**src/design/fixed_block_pool_allocator_defines.svh**
```systemverilog
// ----------------------------------------------------------------------------
// Fixed block pool allocator assertion macros
// Concurrent checks on the rising clock edge, dropped when SYNTH is set.
// ----------------------------------------------------------------------------
`ifndef FIXED_BLOCK_POOL_ALLOCATOR_DEFINES_SVH
`define FIXED_BLOCK_POOL_ALLOCATOR_DEFINES_SVH

`ifndef SYNTH
`define FBPA_ASSERT(lbl, clk, rstn, prop, msg) \
    lbl: assert property (@(posedge clk) disable iff (!(rstn)) (prop)) \
        else $error(msg);
`define FBPA_ASSERT_IMPLY(lbl, clk, rstn, ante, cons, msg) \
    lbl: assert property (@(posedge clk) disable iff (!(rstn)) (ante) |-> (cons)) \
        else $error(msg);
`else
`define FBPA_ASSERT(lbl, clk, rstn, prop, msg)
`define FBPA_ASSERT_IMPLY(lbl, clk, rstn, ante, cons, msg)
`endif

`endif

```
**src/design/fbpa_pkg.sv**
```systemverilog
// ----------------------------------------------------------------------------
// Fixed block pool allocator package
// Field widths, command and status codes, register indexes and the
// command/status bundles between controller and datapath.
// ----------------------------------------------------------------------------
`default_nettype none

package fbpa_pkg;

    localparam int DEFAULT_MAX_BLOCKS = 64;

    localparam int CMD_W       = 2;
    localparam int OFFSET_W    = 22;
    localparam int INDEX_W     = 6;
    localparam int STATUS_W    = 2;
    localparam int COUNT_W     = 7;
    localparam int BYTES_W     = 16;
    localparam int CFG_INDEX_W = 1;
    localparam int CFG_DATA_W  = 16;

    localparam logic [CMD_W-1:0] CMD_ALLOC    = 2'd0;
    localparam logic [CMD_W-1:0] CMD_FREE     = 2'd1;
    localparam logic [CMD_W-1:0] CMD_FREE_ALL = 2'd2;

    localparam logic [STATUS_W-1:0] STATUS_OK         = 2'd0;
    localparam logic [STATUS_W-1:0] STATUS_FULL       = 2'd1;
    localparam logic [STATUS_W-1:0] STATUS_BAD_OFFSET = 2'd2;

    localparam logic [CFG_INDEX_W-1:0] REG_BLOCK_COUNT = 1'd0;
    localparam logic [CFG_INDEX_W-1:0] REG_BLOCK_BYTES = 1'd1;

    localparam logic [COUNT_W-1:0] BLOCK_COUNT_RESET = 7'd64;
    localparam logic [BYTES_W-1:0] BLOCK_BYTES_RESET = 16'd256;

    typedef enum logic [2:0] {
        OUT_GRANT,
        OUT_FREED,
        OUT_FULL,
        OUT_BAD_OFFSET,
        OUT_ZERO
    } out_sel_t;

    typedef struct packed {
        logic     start;
        logic     step;
        logic     set_used;
        logic     clr_used;
        logic     out_load;
        out_sel_t out_sel;
    } dp_cmd_t;

    typedef struct packed {
        logic at_end;
        logic slot_free;
        logic offset_hit;
        logic sweep_last;
    } dp_stat_t;

endpackage

`default_nettype wire

```
**src/design/fbpa_datapath.sv**
```systemverilog
// ----------------------------------------------------------------------------
// Fixed block pool allocator datapath
// Configuration registers, walk index with running offset, occupancy
// memory and the result register.
// ----------------------------------------------------------------------------
`default_nettype none

module fbpa_datapath
    import fbpa_pkg::*;
#(
    parameter int MAX_BLOCKS = DEFAULT_MAX_BLOCKS
)
(
    input  wire logic                   clk,
    input  wire logic                   rst_n,
    input  wire logic                   cfg_valid,
    input  wire logic [CFG_INDEX_W-1:0] cfg_index,
    input  wire logic [CFG_DATA_W-1:0]  cfg_data,
    input  wire dp_cmd_t                ctl,
    input  wire logic [OFFSET_W-1:0]    free_offset,
    output dp_stat_t                    stat,
    output logic                        granted,
    output logic [INDEX_W-1:0]          block_index,
    output logic [OFFSET_W-1:0]         block_offset,
    output logic [STATUS_W-1:0]         status
);

    localparam int CW  = $clog2(MAX_BLOCKS + 1);
    localparam int AW  = (MAX_BLOCKS > 1) ? $clog2(MAX_BLOCKS) : 1;
    localparam int RW0 = BYTES_W + CW;
    localparam int RW  = (RW0 > OFFSET_W) ? RW0 : OFFSET_W;
    localparam int IW  = (CW > INDEX_W) ? CW : INDEX_W;
    localparam logic [CW-1:0] LAST_IDX = CW'(MAX_BLOCKS - 1);
    localparam logic [CW-1:0] MAX_IDX  = CW'(MAX_BLOCKS);

    logic [COUNT_W-1:0]  block_count_reg;
    logic [BYTES_W-1:0]  block_bytes_reg;
    logic [CW-1:0]       idx_reg;
    logic [CW-1:0]       idx_next;
    logic [CW-1:0]       limit_reg;
    logic [CW-1:0]       limit_next;
    logic [RW-1:0]       running_reg;
    logic [RW-1:0]       running_next;
    logic [OFFSET_W-1:0] target_reg;
    logic                rd_data_reg;
    logic [AW-1:0]       rd_addr;
    logic [IW-1:0]       idx_wide;
    logic                used_mem [MAX_BLOCKS];

    always_ff @(posedge clk or negedge rst_n)
    begin
        if (!rst_n)
        begin
            block_count_reg <= BLOCK_COUNT_RESET;
            block_bytes_reg <= BLOCK_BYTES_RESET;
        end
        else if (cfg_valid)
        begin
            case (cfg_index)
                REG_BLOCK_COUNT: block_count_reg <= cfg_data[COUNT_W-1:0];
                REG_BLOCK_BYTES: block_bytes_reg <= cfg_data[BYTES_W-1:0];
                default:         block_count_reg <= block_count_reg;
            endcase
        end
    end

    always_comb
    begin
        if (32'(block_count_reg) < 32'(MAX_BLOCKS))
            limit_next = CW'(block_count_reg);
        else
            limit_next = MAX_IDX;

        if (ctl.start)
        begin
            idx_next     = '0;
            running_next = '0;
        end
        else if (ctl.step)
        begin
            idx_next     = idx_reg + CW'(1);
            running_next = running_reg + RW'(block_bytes_reg);
        end
        else
        begin
            idx_next     = idx_reg;
            running_next = running_reg;
        end
    end

    assign rd_addr = idx_next[AW-1:0];

    always_ff @(posedge clk or negedge rst_n)
    begin
        if (!rst_n)
            idx_reg <= '0;
        else
            idx_reg <= idx_next;
    end

    always_ff @(posedge clk)
    begin
        running_reg <= running_next;
        if (ctl.start)
        begin
            limit_reg  <= limit_next;
            target_reg <= free_offset;
        end
    end

    always_ff @(posedge clk)
    begin
        if (ctl.set_used)
            used_mem[idx_reg[AW-1:0]] <= 1'b1;
        else if (ctl.clr_used)
            used_mem[idx_reg[AW-1:0]] <= 1'b0;
        rd_data_reg <= used_mem[rd_addr];
    end

    assign stat.at_end     = (idx_reg >= limit_reg);
    assign stat.slot_free  = !rd_data_reg;
    assign stat.offset_hit = (running_reg == RW'(target_reg));
    assign stat.sweep_last = (idx_reg == LAST_IDX);

    assign idx_wide = IW'(idx_reg);

    always_ff @(posedge clk)
    begin
        if (ctl.out_load)
        begin
            case (ctl.out_sel)
                OUT_GRANT:
                begin
                    granted      <= 1'b1;
                    block_index  <= idx_wide[INDEX_W-1:0];
                    block_offset <= running_reg[OFFSET_W-1:0];
                    status       <= STATUS_OK;
                end
                OUT_FREED:
                begin
                    granted      <= 1'b0;
                    block_index  <= idx_wide[INDEX_W-1:0];
                    block_offset <= '0;
                    status       <= STATUS_OK;
                end
                OUT_FULL:
                begin
                    granted      <= 1'b0;
                    block_index  <= '0;
                    block_offset <= '0;
                    status       <= STATUS_FULL;
                end
                OUT_BAD_OFFSET:
                begin
                    granted      <= 1'b0;
                    block_index  <= '0;
                    block_offset <= '0;
                    status       <= STATUS_BAD_OFFSET;
                end
                default:
                begin
                    granted      <= 1'b0;
                    block_index  <= '0;
                    block_offset <= '0;
                    status       <= STATUS_OK;
                end
            endcase
        end
    end

endmodule

`default_nettype wire

```
**src/design/fbpa_ctrl.sv**
```systemverilog
// ----------------------------------------------------------------------------
// Fixed block pool allocator controller
// Sequences the clearing pass, the allocate and free walks, the free-all
// sweep and the hand-off of each result beat to the output register.
// ----------------------------------------------------------------------------
`default_nettype none
`include "fixed_block_pool_allocator_defines.svh"

module fbpa_ctrl
    import fbpa_pkg::*;
(
    input  wire logic             clk,
    input  wire logic             rst_n,
    input  wire logic             req_valid,
    output logic                  req_stall,
    input  wire logic [CMD_W-1:0] cmd,
    output logic                  rsp_valid,
    input  wire logic             rsp_stall,
    output dp_cmd_t               ctl,
    input  wire dp_stat_t         stat
);

    typedef enum logic [2:0] {
        ST_CLEAR,
        ST_IDLE,
        ST_ALLOC,
        ST_FREE,
        ST_SWEEP,
        ST_ZERO
    } state_t;

    state_t state_reg;
    state_t state_next;
    logic   rsp_valid_reg;
    logic   rsp_valid_next;
    logic   slot_ok;

    assign slot_ok   = !rsp_valid_reg || !rsp_stall;
    assign req_stall = (state_reg != ST_IDLE);
    assign rsp_valid = rsp_valid_reg;

    always_comb
    begin
        state_next = state_reg;
        ctl        = '0;
        ctl.out_sel = OUT_ZERO;

        case (state_reg)
            ST_CLEAR:
            begin
                ctl.clr_used = 1'b1;
                ctl.step     = 1'b1;
                if (stat.sweep_last)
                    state_next = ST_IDLE;
            end
            ST_IDLE:
            begin
                if (req_valid)
                begin
                    ctl.start = 1'b1;
                    case (cmd)
                        CMD_ALLOC:    state_next = ST_ALLOC;
                        CMD_FREE:     state_next = ST_FREE;
                        CMD_FREE_ALL: state_next = ST_SWEEP;
                        default:      state_next = ST_ZERO;
                    endcase
                end
            end
            ST_ALLOC:
            begin
                if (stat.at_end)
                begin
                    if (slot_ok)
                    begin
                        ctl.out_load = 1'b1;
                        ctl.out_sel  = OUT_FULL;
                        state_next   = ST_IDLE;
                    end
                end
                else if (stat.slot_free)
                begin
                    if (slot_ok)
                    begin
                        ctl.set_used = 1'b1;
                        ctl.out_load = 1'b1;
                        ctl.out_sel  = OUT_GRANT;
                        state_next   = ST_IDLE;
                    end
                end
                else
                    ctl.step = 1'b1;
            end
            ST_FREE:
            begin
                if (stat.at_end)
                begin
                    if (slot_ok)
                    begin
                        ctl.out_load = 1'b1;
                        ctl.out_sel  = OUT_BAD_OFFSET;
                        state_next   = ST_IDLE;
                    end
                end
                else if (stat.offset_hit)
                begin
                    if (slot_ok)
                    begin
                        ctl.clr_used = 1'b1;
                        ctl.out_load = 1'b1;
                        ctl.out_sel  = OUT_FREED;
                        state_next   = ST_IDLE;
                    end
                end
                else
                    ctl.step = 1'b1;
            end
            ST_SWEEP:
            begin
                ctl.clr_used = 1'b1;
                ctl.step     = 1'b1;
                if (stat.sweep_last)
                    state_next = ST_ZERO;
            end
            ST_ZERO:
            begin
                if (slot_ok)
                begin
                    ctl.out_load = 1'b1;
                    ctl.out_sel  = OUT_ZERO;
                    state_next   = ST_IDLE;
                end
            end
            default:
                state_next = ST_IDLE;
        endcase

        if (ctl.out_load)
            rsp_valid_next = 1'b1;
        else if (!rsp_stall)
            rsp_valid_next = 1'b0;
        else
            rsp_valid_next = rsp_valid_reg;
    end

    always_ff @(posedge clk or negedge rst_n)
    begin
        if (!rst_n)
        begin
            state_reg     <= ST_CLEAR;
            rsp_valid_reg <= 1'b0;
        end
        else
        begin
            state_reg     <= state_next;
            rsp_valid_reg <= rsp_valid_next;
        end
    end

    `FBPA_ASSERT(a_no_result_overwrite, clk, rst_n, !(ctl.out_load && rsp_valid_reg && rsp_stall), "result beat overwritten while stalled")
    `FBPA_ASSERT_IMPLY(a_grant_on_free_slot, clk, rst_n, ctl.set_used, stat.slot_free && !stat.at_end && state_reg == ST_ALLOC, "block marked used without a free slot in range")
    `FBPA_ASSERT_IMPLY(a_free_on_hit, clk, rst_n, ctl.clr_used && state_reg == ST_FREE, stat.offset_hit && !stat.at_end, "block cleared without an offset match")

endmodule

`default_nettype wire

```
**src/design/fixed_block_pool_allocator.sv**
```systemverilog
// ----------------------------------------------------------------------------
// Fixed block pool allocator
// Allocate: answers with the lowest free block among the first n blocks;
// pool full when none of them is free, n = min(block_count, MAX_BLOCKS).
// Free by offset: answers with the block whose start matches, else a bad offset.
// Free all: clears every map entry, one map entry per cycle through the walk.
// Reset: clearing pass over all MAX_BLOCKS map entries, no request taken.
// ----------------------------------------------------------------------------
`default_nettype none

module fixed_block_pool_allocator
    import fbpa_pkg::*;
#(
    parameter int MAX_BLOCKS = DEFAULT_MAX_BLOCKS
)
(
    input  wire logic                   clk,
    input  wire logic                   rst_n,
    input  wire logic                   req_valid,
    output logic                        req_stall,
    input  wire logic [CMD_W-1:0]       cmd,
    input  wire logic [OFFSET_W-1:0]    free_offset,
    output logic                        rsp_valid,
    input  wire logic                   rsp_stall,
    output logic                        granted,
    output logic [INDEX_W-1:0]          block_index,
    output logic [OFFSET_W-1:0]         block_offset,
    output logic [STATUS_W-1:0]         status,
    input  wire logic                   cfg_valid,
    output logic                        cfg_ready,
    input  wire logic [CFG_INDEX_W-1:0] cfg_index,
    input  wire logic [CFG_DATA_W-1:0]  cfg_data
);

    dp_cmd_t  ctl;
    dp_stat_t stat;

    assign cfg_ready = 1'b1;

    fbpa_ctrl u_ctrl (
        .clk       (clk),
        .rst_n     (rst_n),
        .req_valid (req_valid),
        .req_stall (req_stall),
        .cmd       (cmd),
        .rsp_valid (rsp_valid),
        .rsp_stall (rsp_stall),
        .ctl       (ctl),
        .stat      (stat)
    );

    fbpa_datapath #(
        .MAX_BLOCKS (MAX_BLOCKS)
    ) u_datapath (
        .clk          (clk),
        .rst_n        (rst_n),
        .cfg_valid    (cfg_valid),
        .cfg_index    (cfg_index),
        .cfg_data     (cfg_data),
        .ctl          (ctl),
        .free_offset  (free_offset),
        .stat         (stat),
        .granted      (granted),
        .block_index  (block_index),
        .block_offset (block_offset),
        .status       (status)
    );

endmodule

`default_nettype wire

```
**config.mk**
```make
export PLATFORM = sky130hd
export DESIGN_NAME = fixed_block_pool_allocator
export DESIGN_NICKNAME = d
export VERILOG_FILES = /design/src/design/fbpa_pkg.sv /design/src/design/fbpa_datapath.sv /design/src/design/fbpa_ctrl.sv /design/src/design/fixed_block_pool_allocator.sv
export VERILOG_INCLUDE_DIRS = /design/src /design/src/design
export SDC_FILE = /design/constraint.sdc
export NUM_CORES = 1
export LEC_CHECK = 0
export BUFFER_PORTS_ARGS = -buffer_cell sky130_fd_sc_hd__buf_2
export CAP_MARGIN = 30
export CORE_ASPECT_RATIO = 2
export CORE_MARGIN = 4
export CORE_UTILIZATION = 48
export CTS_BUF_LIST = sky130_fd_sc_hd__clkbuf_4
export DETAILED_ROUTE_END_ITERATION = 8
export PLACE_DENSITY_LB_ADDON = 0.25
export SLEW_MARGIN = 10
export SYNTH_ARGS = -nofsm -noshare
export SYNTH_HDL_FRONTEND = slang
export SYNTH_SLANG_ARGS = --single-unit
```
**constraint.sdc**
```tcl
create_clock -name clk -period 4.1 [get_ports clk]
set_input_delay 0.82 -clock clk [delete_from_list [all_inputs] [get_ports clk]]
set_output_delay 0.82 -clock clk [all_outputs]
set_load 0.01 [all_outputs]
```
==> results by group, run 1 <==
Synthesis
  – Synth Instances: around 740
  – Largest area contributor in the netlist: edfxtp_1
  – Simple-Gate Fraction of Synth Area: between 15 and 20%
  – Post-Syn Nets: a little over 800
  – Post-synthesis sequential area ratio: 59.3%
  – Seq cells post-synth: 182
  – Number of synthesis warnings: 0
  – Yosys cell types: about 70
  – Number of synthesized flops with an enable pin: roughly 120
  – Post-Syn Area: 8530 µm²
  – Largest family of logic cells by synthesized area: simple AND/OR/NAND/NOR gates
  – Mux contribution to synthesized area: 5.49%
  – Post-Synth Adder-Cell Area: 3.76%
  – Synth Flop Type: edfxtp_1
  – Commonest cells in the synthesized netlist: edfxtp_1, nor2_1, nand2_1
  – Async set-or-reset flop fraction in the synthesized netlist: 18.7%
  – Synth area leaders: edfxtp_1, dfrtp_1, dfxtp_1
  – Share of the synthesized area in the top cell type: a little over two fifths
  – Synthesized area per cell: 11.5 µm²
  – Count leader, synth: edfxtp_1
  – XOR/XNOR Fraction of Synth Area: 3.68%
  – Compound-Gate Fraction of Synth Area: under 10%

Min path
  – Hold WC Path Type: input pin to async pin

STA
  – Setup violators final: 0
  – Min Tclk post-route: 3930 ps
  – Setup_tns: 0 ps
  – Peak Freq: roughly 0.25 GHz
  – Endpoints failing hold: 0
  – Fin. max-slew vios: 0
  – Final Skew: roughly 40 ps
  – Slew HR: ~47%
  – Fin crit share: 95.8%
  – Slew @ Worst Pin: ~800 ps
  – Unrepaired setup endpoints after global routing: false

Placed design
  – Port Buffers: between 70 and 80
  – Final Wtd Congestion: 0.917
  – Detail Placement HPWL: between 15 and 20 mm
  – Area after DPL: roughly 9200 µm²

Global route
  – GR Overflow Total: 0
  – Initial antenna violation count: 1
  – Largest net degree at the start of global routing: 65
  – Global Route Usage Sum: between 20% and 30%
  – Vias in the first global route: roughly 6300
  – First-pass GRT wire length: 32.3 mm

Setup path
  – WP data required: around 4600 ps
  – Worst reg2reg path startpoint: u_datapath.idx_reg[0]
  – CP arrival: 4420 ps
  – Crit path launch type: flop
  – CP startpoint: u_datapath.idx_reg[0]
  – CP max FO: 21
  – Setup Crit Path Kind: flop to flop
  – CP Capture Type: flop

Routing
  – DR iter-0 viols: around 320
  – DRC viols: 0
  – WL/cell: between 20 and 25 µm
  – Pre-antenna DRT Iters: 8
  – Vias: roughly 6000
  – Vias per cell: between 5 and 6
  – Routed Antenna Nets: 0
  – Total routed wirelength: 21.1 mm

Floorplanning
  – Die Y: ~200 µm
  – Die W: about 100 µm
  – Row count: 68
  – Initial core utilization: between 40% and 50%
  – Core area: ~17000 µm²
  – Die area: 20100 µm²
  – I/O pin cnt: 80

Clock tree
  – Max clock buf depth: 2
  – Post-CTS Setup Bufs: 0
  – CTS resizes: 0
  – CTS tree: done
  – Clk_lat worst skew: 610 ps
  – Clk sink count: ~180
  – Root buffer cell: clkbuf_4
  – Clock slew at reported path FFs: approximately 160 ps
  – Post-cts hold buffer count: 0
  – Num CTS Buffers: 17
  – H-tree levels: 4

Final layout
  – Final net count: between 800 and 900
  – Max reg flops: 64
  – Cell area after layout: between 9000 and 10000 µm²
  – Filler instances: between 1500 and 2000
  – Area Growth Syn to Fin: 11.0%
  – Share of cells above drive strength 1: approximately 20%

Power and ir drop
  – Power Density: around 680 nW/µm²
  – P_leak: between 3 and 4 nW
  – Max IR drop VDD: 0.457 mV

Status
  – Outcome: finished, final reports clean

Run
  – Max Cap Viol: 0
[cell families (layout without fill, tap and decap cells)]
logic type	count (synthesis)	after routing
AO/OA/AOI/OAI	89	89
multiplexers	42	42
adder cells (fa/ha/maj)	25	25
XOR/XNOR	35	35
other	1	2
buffers and inverters	57	150
AND/OR/NAND/NOR	312	312
flip-flops	182	182
[area by class of cell]
type | count | area, µm² | share of cell area (%)
multi-input cells | 504 | 3250 | 34.3
clock inverters | 15 | 161 | 1.71
flip-flops and latches | 182 | 5060 | 53.4
repair buffers | 91 | 500 | 5.29
inverters | 27 | 101 | 1.07
diodes | 1 | 2.50 | 0.0264
well taps | 210 | 263 | 2.78
clock buffers | 17 | 128 | 1.35
[where the power goes]
part	switching [W]	internal (W)	total, W
Clock	0.000682	0.000328	0.00101
Combinational	0.00174	0.00106	0.00280
Sequential	0.000262	0.00241	0.00267
[layer usage]
metal	GRT usage (%)	share of wire, %	up-vias
met5	0	0	-
met4	16.0	7.2	0
met3	4.18	4.6	89
met2	40.5	56	225
met1	20.1	32	2873
li1	-	-	2801
[per-stage QoR]
stage / hold slack (ps) / total power, W / instances / setup slack (ps) / utilization (%)
after floorplan: 468 / 0.00475 / 743 / 565 / -
after global routing: 18.4 / 0.00689 / 1047 / 26.6 / 54.5
final: 50.7 / 0.00648 / 1047 / 172 / 54.5
after CTS: 313 / 0.00651 / 1045 / 160 / 54.4
after global placement: 483 / 0.00540 / 1013 / 419 / 52.7
after detailed placement: 489 / 0.00549 / 1013 / 191 / 52.7
[cell usage in the layout (no fill, tap or decap), drive strengths merged, types with 4 or more instances in the layout]
cell	count
edfxtp	124
mux2i	16
a21oi	21
nor2b	25
a31oi	5
nor2	106
mux2	25
a211oi	5
xor2	18
dfrtp	32
or2	5
nand3	28
o21ai	22
a311oi	4
nand4	8
inv	34
and2	30
nor4	4
dfxtp	24
a221oi	6
nand2b	6
clkinv	5
nor3	13
o21a	4
buf	91
ha	24
and3	6
or3	7
nand2	67
xnor2	17
clkbuf	17
[final timing paths]
check	end	cells after the start	slack (ps)
hold reg to reg	u_datapath.block_count_reg[5]	1	520
setup reg to reg	u_datapath.rd_data_reg	15	170
min in group clk	u_datapath.target_reg[10]	1	380
setup / recovery	u_datapath.rd_data_reg	15	170
max in group asynchronous	u_datapath.block_bytes_reg[8]	2	3560
hold / removal	u_datapath.block_bytes_reg[1]	1	50
[worst max-delay path, stage by stage, from the launching register on]
cell	delay (ps)
dfrtp_2	520
inv_1	200
ha_1	260
nor2b_1	100
o21ai_0	130
a21oi_1	210
nand4b_1	180
o21a_4	300
xnor2_2	170
nand2_4	240
inv_2	210
a221oi_1	400
a31oi_1	120
a221oi_2	360
o32ai_1	130
a311o_1	290
Power figures use the tool's default switching activity.
==> run 2: changes to the inputs <==
--- a/config.mk
+++ b/config.mk
@@ -13,7 +13,8 @@
 export CORE_UTILIZATION = 48
 export CTS_BUF_LIST = sky130_fd_sc_hd__clkbuf_4
 export DETAILED_ROUTE_END_ITERATION = 8
-export PLACE_DENSITY_LB_ADDON = 0.25
+export GPL_TIMING_DRIVEN = 0
+export PLACE_DENSITY = 0.67
 export SLEW_MARGIN = 10
 export SYNTH_ARGS = -nofsm -noshare
 export SYNTH_HDL_FRONTEND = slang
==> results by group, run 2 (synthesis gave the netlist of run 1 again) <==
Status
  – Outcome: finished, final reports clean

Routing
  – Pre-antenna DRT Iters: 5 (-3)
  – DR iter-0 viols: 345 (+7.5%)
  – Vias per cell: 5.66 (-1.0%)
  – DRC viols: 0 (unchanged)
  – WL/cell: 19.9 µm (-1.2%)
  – Vias: 6041 (+0.89%)
  – Routed Antenna Nets: 0 (unchanged)
  – Total routed wirelength: 21.3 mm (+0.70%)

STA
  – Fin. max-slew vios: 0 (unchanged)
  – Unrepaired setup endpoints after global routing: false
  – Slew HR: 35.1% (-11 points)
  – Setup_tns: 0 ps (unchanged)
  – Peak Freq: 0.248 GHz (-2.7%)
  – Slew @ Worst Pin: 962 ps (+162 ps)
  – Endpoints failing hold: 0 (unchanged)
  – Min Tclk post-route: 4040 ps (+110 ps)
  – Hold Slack: 374 ps (+323 ps)
  – Setup violators final: 0 (unchanged)
  – Fin crit share: 98.5% (+2.7 points)
  – Final Skew: 33.6 ps (-5.48 ps)

Global route
  – Largest net degree at the start of global routing: 39 (-40%)
  – Initial antenna violation count: 1 (unchanged)
  – GR Overflow Total: 0 (unchanged)
  – Vias in the first global route: 6284 (-0.29%)
  – First-pass GRT wire length: 33.0 mm (+2.2%)
  – Global Route Usage Sum: 21.8% (+0.031 points)

Placed design
  – Final Wtd Congestion: 0.956 (+4.2%)
  – Placed Cells incl. Taps: 1033 (+2.0%)
  – Port Buffers: 78 (unchanged)
  – Detail Placement HPWL: 16.2 mm (+1.5%)

Floorplanning
  – Core area: 17400 µm² (unchanged)
  – Row count: 68 (unchanged)
  – Initial core utilization: 49.1% (unchanged)
  – Die Y: 197 µm (unchanged)
  – Die area: 20100 µm² (unchanged)
  – I/O pin cnt: 80 (unchanged)
  – Die W: 102 µm (unchanged)

Final layout
  – Commonest non-fill, non-tap cells in the layout: edfxtp_1, nor2_1, buf_2, nand2_1, dfrtp_1
  – Commonest non-fill, non-tap cell in the layout: edfxtp_1
  – Final Non-Filler Cells: 1067 (+1.9%)
  – Final net count: 914 (+2.2%)
  – Area Growth Syn to Fin: 11.9%
  – Register area: 5060 µm² (about the same)
  – Max reg flops: 64 (unchanged)
  – Share of cells above drive strength 1: 20.3% (+0.11 points)
  – Area of the multi-input gates: 3270 µm² (+0.65%)
  – Filler instances: 1566 (+3.0%)

Power and ir drop
  – P_leak: 3.72 nW (+0.24%)
  – Max IR drop VDD: 0.334 mV (-27%)
  – Power Density: 701 nW/µm² (+2.5%)

Setup path
  – Crit-path slowest cell: a221oi_1
  – CP Capture Type: flop
  – CP max FO: 9 (-57%)
  – Most frequent cell on the critical path: o32ai_1
  – Crit path buffers/inverters: 3 (+1)
  – Crit path launch type: flop
  – Setup Crit Path Kind: flop to flop
  – WP data required: 4540 ps (-60 ps)
  – Critical path's top delay family: compound AO/OA/AOI/OAI gates
  – CP arrival: 4480 ps (+60 ps)
  – CP max stage delay: 510 ps (about the same)
  – CP cell instances: clkbuf_4 -> clkinvlp_4 -> ha_1 -> nor2b_1 -> o21ai_1 -> a21oi_2 -> nand4b_1 -> or4_1 -> and2_1 -> buf_1 -> a221oi_1 -> o32ai_1 -> a221oi_2 -> o32ai_1 -> a311o_1

Run
  – Max Cap Viol: 0 (unchanged)

Clock tree
  – CTS tree: done
  – Clock slew at reported path FFs: 150 ps (about the same)
  – Num CTS Buffers: 17 (unchanged)
  – Post-cts hold buffer count: 0 (unchanged)
  – Clk sink count: 182 (unchanged)
  – Max clock buf depth: 2 (unchanged)
  – Clk_lat worst skew: 560 ps (-50 ps)
  – H-tree levels: 4 (unchanged)
  – Root buffer cell: clkbuf_4

Min path
  – Hold WC Path Type: input pin to async pin
run 2: layer usage:
metal  share of wire [%]  up-vias  global-route usage (%)
met5                   0        -                       0
met4                 6.3        0                    13.8
met3                 4.5       73                    3.51
met2                  56      224                    41.2
met1                  33     2907                    21.0
li1                    -     2837                       -
run 2: timing repair:
item                                    in CTS  in global routing
endpoints found under the setup margin       1                  8
setup buffers                                1                  0
resized for setup                            6                  5
run 2: path summary, 6_finish.rpt:
check	from	end	slack, ps	depth (start not counted)
worst max register to register	u_datapath.idx_reg[0]	u_datapath.rd_data_reg	60	15
max in group asynchronous	rst_n	u_datapath.block_bytes_reg[6]	3180	1
worst min-delay path	rst_n	u_datapath.block_bytes_reg[9]	370	1
worst max-delay path	u_datapath.idx_reg[0]	u_datapath.rd_data_reg	60	15
min in group clk	free_offset[7]	u_datapath.target_reg[7]	430	1
worst min register to register	u_datapath.block_count_reg[4]	u_datapath.block_count_reg[4]	520	1
run 2: area by class of cell:
type	instances	share of cell area, %
flip-flops and latches	182	53.0
multi-input cells	504	34.3
repair buffers	81	4.74
well taps	210	2.75
plain buffers	30	1.57
clock buffers	19	1.49
inverters	27	1.10
clock inverters	13	1.07
diodes	1	0.0262
run 2: report_power, final:
part           switching [W]  leakage (nW)  internal (W)  total, W
registers           0.000219          1.74       0.00241   0.00263
logic                0.00200          1.87       0.00119   0.00319
clock network       0.000626         0.118      0.000259  0.000885
run 2: stage by stage:
| stage | total power, W | utilization (%) | area (µm²) | worst slack, ps |
|---|---|---|---|---|
| 5_1_grt | 0.00711 | 55.0 | 9550 | 4.97 |
| 2_1_floorplan | 0.00475 | - | 8540 | 565 |
| 6_report | 0.00670 | 55.0 | 9550 | 62.2 |
| 4_1_cts | 0.00672 | 54.9 | 9540 | 48.8 |
| 3_3_place_gp | 0.00566 | 52.9 | 9190 | -779 |
| 3_5_place_dp | 0.00579 | 53.3 | 9260 | -184 |
==> run 3: changes to the inputs <==
--- a/config.mk
+++ b/config.mk
@@ -6,12 +6,12 @@
 export SDC_FILE = /design/constraint.sdc
 export NUM_CORES = 1
 export LEC_CHECK = 0
-export BUFFER_PORTS_ARGS = -buffer_cell sky130_fd_sc_hd__buf_2
+export BUFFER_PORTS_ARGS = -buffer_cell sky130_fd_sc_hd__buf_4
 export CAP_MARGIN = 30
 export CORE_ASPECT_RATIO = 2
 export CORE_MARGIN = 4
 export CORE_UTILIZATION = 48
-export CTS_BUF_LIST = sky130_fd_sc_hd__clkbuf_4
+export CTS_BUF_LIST = sky130_fd_sc_hd__clkbuf_8
 export DETAILED_ROUTE_END_ITERATION = 8
 export GPL_TIMING_DRIVEN = 0
 export PLACE_DENSITY = 0.67
==> results by group, run 3 (synthesis gave the netlist of run 1 again) <==
Clock tree
  – H-tree levels: 4 (unchanged)
  – Clk_lat worst skew: 470 ps (-90 ps)
  – Clk sink count: 182 (unchanged)
  – Clock slew at reported path FFs: 90 ps (-60 ps)
  – CTS tree: done
  – Post-cts hold buffer count: 0 (unchanged)
  – Root buffer cell: clkbuf_8
  – Num CTS Buffers: 17 (unchanged)
  – Max clock buf depth: 2 (unchanged)

Placed design
  – Area after DPL: 9450 µm² (+2.0%)
  – Port Buffers: 78 (unchanged)
  – Detail Placement HPWL: 16.1 mm (-0.70%)
  – Final Wtd Congestion: 0.911 (-4.7%)

Setup path
  – WP data required: 4450 ps (-90 ps)
  – Reg2Reg Setup Slack: 100 ps (+30 ps)
  – Setup Crit Path Kind: flop to flop
  – Crit path launch type: flop
  – CP max FO: 10 (+1)
  – CP Capture Type: flop
  – CP arrival: 4360 ps (-120 ps)

Final layout
  – Commonest non-fill, non-tap cell in the layout: edfxtp_1
  – Commonest non-fill, non-tap cells in the layout: edfxtp_1, nor2_1, buf_4, nand2_1, dfrtp_1
  – Area of the multi-input gates: 3280 µm² (+0.31%)
  – Filler instances: 1501 (-4.2%)
  – Register area: 5060 µm² (unchanged)
  – Fin util: 57.1% (+2.1 points)
  – Max reg flops: 64 (unchanged)
  – Final net count: 915 (+0.11%)
  – Area Growth Syn to Fin: 16.2%
  – Share of cells above drive strength 1: 20.1% (-0.26 points)
  – Cell area after layout: 9910 µm² (+3.8%)
  – Diode count: 0 (-1)

Routing
  – Total routed wirelength: 21.7 mm (+2.1%)
  – Pre-antenna DRT Iters: 5 (unchanged)
  – Vias per cell: 5.73 (+1.1%)
  – Routed Antenna Nets: 0 (unchanged)
  – DR iter-0 viols: 368 (+6.7%)
  – Vias: 6109 (+1.1%)
  – WL/cell: 20.3 µm (+2.1%)
  – DRC viols: 0 (unchanged)

STA
  – Peak Freq: 0.250 GHz (+0.86%)
  – Endpoints failing hold: 0 (unchanged)
  – Fin. max-slew vios: 0 (unchanged)
  – Unrepaired setup endpoints after global routing: true
  – Fin crit share: 97.6% (-0.84 points)
  – Setup violators final: 0 (unchanged)
  – Min Tclk post-route: 4000 ps (-34.5 ps)
  – Final Skew: 18.2 ps (-15.4 ps)
  – Slew @ Worst Pin: 901 ps (-60.9 ps)
  – Hold Slack: 311 ps (-62.3 ps)
  – Slew HR: 39.2% (+4.1 points)

Global route
  – Initial antenna violation count: 0 (-1)
  – First-pass GRT wire length: 33.1 mm (+0.36%)
  – Largest net degree at the start of global routing: 35 (-10%)
  – GR Overflow Total: 0 (unchanged)
  – Global Route Usage Sum: 22.1% (+0.28 points)
  – Vias in the first global route: 6286 (+0.032%)

Floorplanning
  – I/O pin cnt: 80 (unchanged)
  – Core area: 17400 µm² (unchanged)
  – Die Y: 197 µm (unchanged)
  – Initial core utilization: 49.1% (unchanged)
  – Die W: 102 µm (unchanged)
  – Die area: 20100 µm² (unchanged)
  – Row count: 68 (unchanged)

Power and ir drop
  – P_leak: 3.87 nW (+4.0%)
  – Max IR drop VDD: 0.334 mV (about the same)
  – Power Density: 722 nW/µm² (+2.9%)

Run
  – Max Cap Viol: 0 (unchanged)

Status
  – Outcome: finished, final reports clean

Min path
  – Hold WC Path Type: input pin to async pin
==> run 3: cell count changes in the layout (fill, tap and decap cells not counted), moves of 2 or more <==
cell / change
buf_4: +79
o21ai_0: +2
buf_2: -78
o21ai_1: -3
clkbuf_4: -21
clkbuf_8: +17
clkinvlp_4: -4
bufinv_16: +3
==> run 3: final timing paths <==
check / startpoint / endpoint / cells after the start
setup / recovery: u_datapath.idx_reg[0] / u_datapath.rd_data_reg / 17
hold reg to reg: u_datapath.block_count_reg[0] / u_datapath.block_count_reg[0] / 1
max in group asynchronous: rst_n / u_datapath.block_bytes_reg[8] / 1
min in group clk: u_datapath.block_count_reg[0] / u_datapath.block_count_reg[0] / 1
hold / removal: rst_n / u_datapath.block_bytes_reg[4] / 1
setup reg to reg: u_datapath.idx_reg[0] / u_datapath.rd_data_reg / 17
==> run 3: per-layer routing <==
layer	track usage [%]	up-vias	share of wire, %
met1	21.5	2974	32
met4	11.8	0	5.3
li1	-	2839	-
met3	4.11	61	4.9
met2	42.2	235	58
met5	0	-	0
==> run 3: worst max-delay path: stages (launching register included) <==
cell	delay, ps
dfrtp_1	400
buf_4	200
clkinvlp_4	140
ha_1	290
nor2b_1	40
o21ai_0	300
a211oi_2	150
nor2_1	210
o21a_4	210
buf_4	200
nor3_1	80
o21ai_2	450
inv_1	210
nand2_1	200
o32ai_1	170
a221oi_2	240
o32ai_1	110
a311o_1	290
==> run 3: where the power goes <==
| part | internal [W] | switching [W] | total (W) |
|---|---|---|---|
| clock network | 0.000605 | 0.000655 | 0.00126 |
| logic | 0.00124 | 0.00202 | 0.00326 |
| registers | 0.00241 | 0.000222 | 0.00263 |
| total | 0.00426 | 0.00290 | 0.00715 |
==> run 3: what timing repair did <==
item                                    in CTS  in global routing
gates resized for setup                      4                  6
buffers inserted                             1                  0
cloned                                       0                  1
endpoints found under the setup margin       1                 48
pin swaps                                    0                  4
==> run 3: final cells by class <==
| class | count | share of cell area, % |
|---|---|---|
| inverters | 27 | 1.06 |
| plain buffers | 30 | 1.55 |
| repair buffers | 81 | 6.46 |
| well taps | 210 | 2.65 |
| multi-input cells | 505 | 33.1 |
| flip-flops and latches | 182 | 51.0 |
| clock inverters | 15 | 1.77 |
| clock buffers | 17 | 2.36 |
==> run 3: metrics by stage <==
step	cells	setup slack (ps)	setup TNS, ps	total power (W)
after CTS	1066	23.1	0	0.00713
after detailed placement	1033	-216	-216	0.00583
after global placement	1031	-659	-40290	0.00571
after floorplan	743	565	0	0.00475
final	1067	96.7	0	0.00715
after global routing	1067	-51.6	-51.6	0.00759
